==> src/hdl/tqla_ram.sv <==
`timescale 1ns / 1ps
// ----------------------------------------------------------------------------
// tqla_ram: generic single-write, single-read RAM
// One write port and one read port; read data is registered.
// ----------------------------------------------------------------------------
module tqla_ram #(
  parameter int WIDTH = 16,
  parameter int DEPTH = 256
) (
  input  logic                     clk,
  input  logic                     we,
  input  logic [$clog2(DEPTH)-1:0] waddr,
  input  logic [WIDTH-1:0]         wdata,
  input  logic [$clog2(DEPTH)-1:0] raddr,
  output logic [WIDTH-1:0]         rdata
);

  logic [WIDTH-1:0] mem [DEPTH];

  always_ff @(posedge clk) begin
    if (we) begin
      mem[waddr] <= wdata;
    end
    rdata <= mem[raddr];
  end

endmodule
==> config.mk <==
export PLATFORM = sky130hd
export DESIGN_NAME = tqla_ram
export DESIGN_NICKNAME = d
export VERILOG_FILES = /design/src/hdl/tqla_ram.sv
export SDC_FILE = /design/constraint.sdc
export NUM_CORES = 2
export LEC_CHECK = 0
export ABC_AREA = 0
export BUFFER_PORTS_ARGS = -buffer_cell sky130_fd_sc_hd__buf_4
export CAP_MARGIN = 20
export CORE_UTILIZATION = 43
export DETAILED_ROUTE_END_ITERATION = 10
export PLACE_DENSITY_LB_ADDON = 0.3
export SYNTH_ARGS = -nofsm -noshare
export SYNTH_HDL_FRONTEND = slang
export SYNTH_SLANG_ARGS = --single-unit
==> constraint.sdc <==
create_clock -name clk -period 7.09 [get_ports clk]
set_clock_uncertainty 0.1 [all_clocks]
set_input_delay 1.418 -clock clk [delete_from_list [all_inputs] [get_ports clk]]
set_output_delay 1.418 -clock clk [all_outputs]
set_load 0.01 [all_outputs]
==> Word level (Yosys, flattened, before mapping) <==
Memory sizes are Yosys's and may differ from the RTL's. A register that Yosys moved wholly into a read port is not among the register bits.
Index checks and enable logic that the tools add are counted.
Widths: inputs -> output; s select.
{ "totals": {"reg_bits": 0, "latchBits": 0, "mem_bits_rw": 4096, "mem_bits_ro": 0, "mem_count": 1} }
{ "op_classes": {"addsub": 0, "multipliers": 0, "div": 0, "magnitude_cmp": 0, "eq_ne": 0, "shift": 0, "muxes": 2, "bitwise_logic": 0, "n_reduce_logical": 0} }
{ "memory_table": {"columns": ["name", "depth", "word_bits", "read_ports", "rd_clocked_by_memory_dff", "write_ports", "line", "source"], "rows": [
  ["mem", 256, 16, 1, 1, 1, "18", "logic [WIDTH-1:0] mem [DEPTH];"]
]} }
{ "op_table": {"columns": ["cell", "count"], "rows": [
  ["$mux 1", 2]
]} }

==> Depth between registers and ports, before layout <==
{ "depth": {"ltp_word": 2, "mapped_depth": 12, "ltp_nobuf": 6} }

==> Worst setup path after synthesis <==
OpenSTA, ideal clock, no wires.
{ "synth_timing": {"path_type": "input -> register", "startpoint": "in waddr[3]", "endpoint": "mem mem[235][0], enable pin", "setup_ns": 0.388, "t_arrival_ns": 3.195, "required_ns": 6.602, "setup_slack_ns": 3.407, "stages": 6, "n_path_buf": 3, "cell_sequence": "clkbuf_1 -> nor2b_1 -> clkbuf_1 -> nand4_1 -> clkbuf_1 -> nor2_1"} }
{ "synth_rtl": {"columns": ["element", "line", "source"], "rows": [
  ["start: declaration", "12", "input logic [$clog2(DEPTH)-1:0] waddr,"],
  ["end: declaration", "18", null]
]} }
No word-level cell before the write port.

==> impl_metrics.toml <==
[run_status]
status = "finished clean"

[die]
io_pins = 50
dieArea_sq_um = 372000
die_w_um = 610
die_y_um = 610
start_util_pct = 43.3
num_rows = 222
core_area_sq_um = 366000

[setup_path]
end_kind = "register"
slowest_delay_ps = 930
required_ps = 7770
path_cells = "buf_16, buf_4, buf_4, mux4_2, mux2_2, a22oi_1, nand2_1, o32ai_1, nor4_1"
crit_family = "buffers and inverters"
arrival_ps = 5430
cp_slowest_cell = "o32ai_1"
cp_max_fo = 61
crit_path_start_kind = "input port"
cp_common_cell = "buf_4"
path_buf_inv = 3
worstSetupPathType = "in2reg"

[sta]
relSlewSlack_pct = 7.73
timing.final.max_slew_violations = 0
finalSetupViolCount = 0
setup_tns_ps = 0
fin_crit_ps = 4750
rsz0062_at_grt = "no"
timing_hold_violations_final = 0
worst_pin_slew_ps = 1380
finalCritPeriodShare_pct = 67.0
fmax_ghz = 0.211

[placed_design]
dp.cells = 12180
post-dp-hpwl_mm = 244
placed_cell_area_sq_um = 167000
io_buffers = 49
gp_congestion = 0.873

[grt]
grt-ovfl-total = 0
first_global_vias = 78050
use_met3_pct = 4.13
grt_max_degree = 193
track_usage_pct = 22.3
antenna_found_initial = 27
gr-usage-met1_pct = 31.0
met2_usage_pct = 35.5
grt_pass1_wl_mm = 593
busiest_layer = "met2"

[cells_and_area]
regArea_sq_um = 123000
fin_cells = 12920
fin_nets = 7809
stdcell_area_sq_um = 180000
syn_to_final_growth_pct = 13.1
num-fill-cells = 28928
drive_gt1_share_pct = 24.8
multi_input_area_sq_um = 33000

[cts]
cts_buffers = 401
post_cts_resized = 0
cts_tree = "built"
htree_levels = 5
root_buffer = "clkbuf_16"
clock-sinks = 4112
clk_latency_ps = 990
hold_buffers = 0
clk_path_buf_depth = 4
post-cts-setup-buffers = 0
clkTransAtPathRegs_ps = 60

[synth]
synth_area_per_cell_sq_um = 21.6
synth_seq_area_share_pct = 77.7
synth_area_sq_um = 159000
synth.most_common_cell = "edfxtp_1"
synth_edf_count = 4096
synth_top_area_share_pct = 77.5
synthArstFlopShare_pct = 0
synth-seq-cells = 4112
synth.area.top_cells = "edfxtp_1 (77%), mux4_2 (11%), mux2i_1 (3.6%)"
synth_common_cells = "edfxtp_1 (4096), mux4_2 (797), mux2i_1 (565)"
yosysUniqueCellTypes = 52
netlist_instances = 7360
yosysWarnings = 0
synth_flop_cell = "edfxtp_1"
synthesis.nets = 7394
synth.largest_area_cell = "edfxtp_1"

[route]
antenna_left = 0
vias_per_cell = 6.12
drt_iter0_drc = 10574
first_pass_iters = 9
drc = 0
detail_route.wl_per_cell_um = 32.5
vias = 79130
wirelength_mm = 420

[min_path]
min-delay-path-class = "in2reg"

[power]
p_leak_nw = 56.5
peakVddDrop_uv = 206
p_per_area_nw_per_um2 = 280

[run]
max_cap_viol_count = 0
[stage by stage]
step	power, mW	hold slack (ps)	setup slack (ps)	utilization [%]
4_1_cts	50.6	733	2270	49.0
3_5_place_dp	29.9	984	1270	45.5
2_1_floorplan	28.7	754	3410	-
5_1_grt	51.6	772	2280	49.0
6_report	50.4	782	2340	49.0
3_3_place_gp	29.8	977	1220	45.4
[where the power goes]
part / internal, mW / leakage [nW] / total [mW] / switching [mW]
Sequential: 26.8 / 36.9 / 26.9 / 0.0548
Combinational: 0.842 / 13.3 / 2.47 / 1.63
Clock: 12.0 / 6.23 / 21.0 / 9.03
Total: 39.7 / 56.5 / 50.4 / 10.7
[area by class of cell]
type	instances	area share, %
timing repair buffer	464	2.42
tap	4816	3.36
multi-input combinational	2792	18.4
inverter	4	0.0153
clock inverter	231	1.26
sequential	4112	68.7
antenna	15	0.0209
clock buffer	486	5.88
[metal layers]
layer,share of wire [%],wire length [um]
met3,9.0,37700
met2,48,201000
met1,40,167000
met4,3.5,14700
met5,0.0031,13
[worst paths after layout]
path	start	to	slack [ps]	cells past startpoint
worst max-delay path	raddr[0]	rdata[2]	2340	9
worst min-delay path	wdata[6]	mem[184][6]	780	1
worst max register to register	mem[129][11]	rdata[11]	3770	6
worst min register to register	mem[234][10]	rdata[10]	990	6
[flip-flops by register name (all words and copies together), names as in the netlist]
signal,cells
mem,4096
rdata,16
[placed cells by master, fill, tap and decap left out, types with 28 or more instances in the layout]
cell type	netlist	final
buf_12	5	42
o221ai_1	252	252
clkinv_2	0	60
nand2_1	38	38
mux4_2	797	797
a21oi_1	175	175
a22o_1	32	32
nor2_1	304	228
clkinv_1	0	91
mux2i_1	565	565
o21ai_0	37	37
nor2_2	0	75
a22oi_1	43	43
clkbuf_1	230	74
nor3_1	92	89
a221oi_1	28	28
bufinv_16	0	39
o22ai_1	148	148
buf_4	26	382
buf_8	11	28
mux2_2	88	88
clkbuf_16	0	410
edfxtp_1	4096	4096
[cell families after synthesis]
family / synth area share, %
muxes: 15.5
and+or+nand+nor: 1.57
buffers and inverters: 1.69
DFF: 77.7
AOI/OAI and AO/OA: 3.54
No activity file was read; power rests on OpenSTA's default activity.
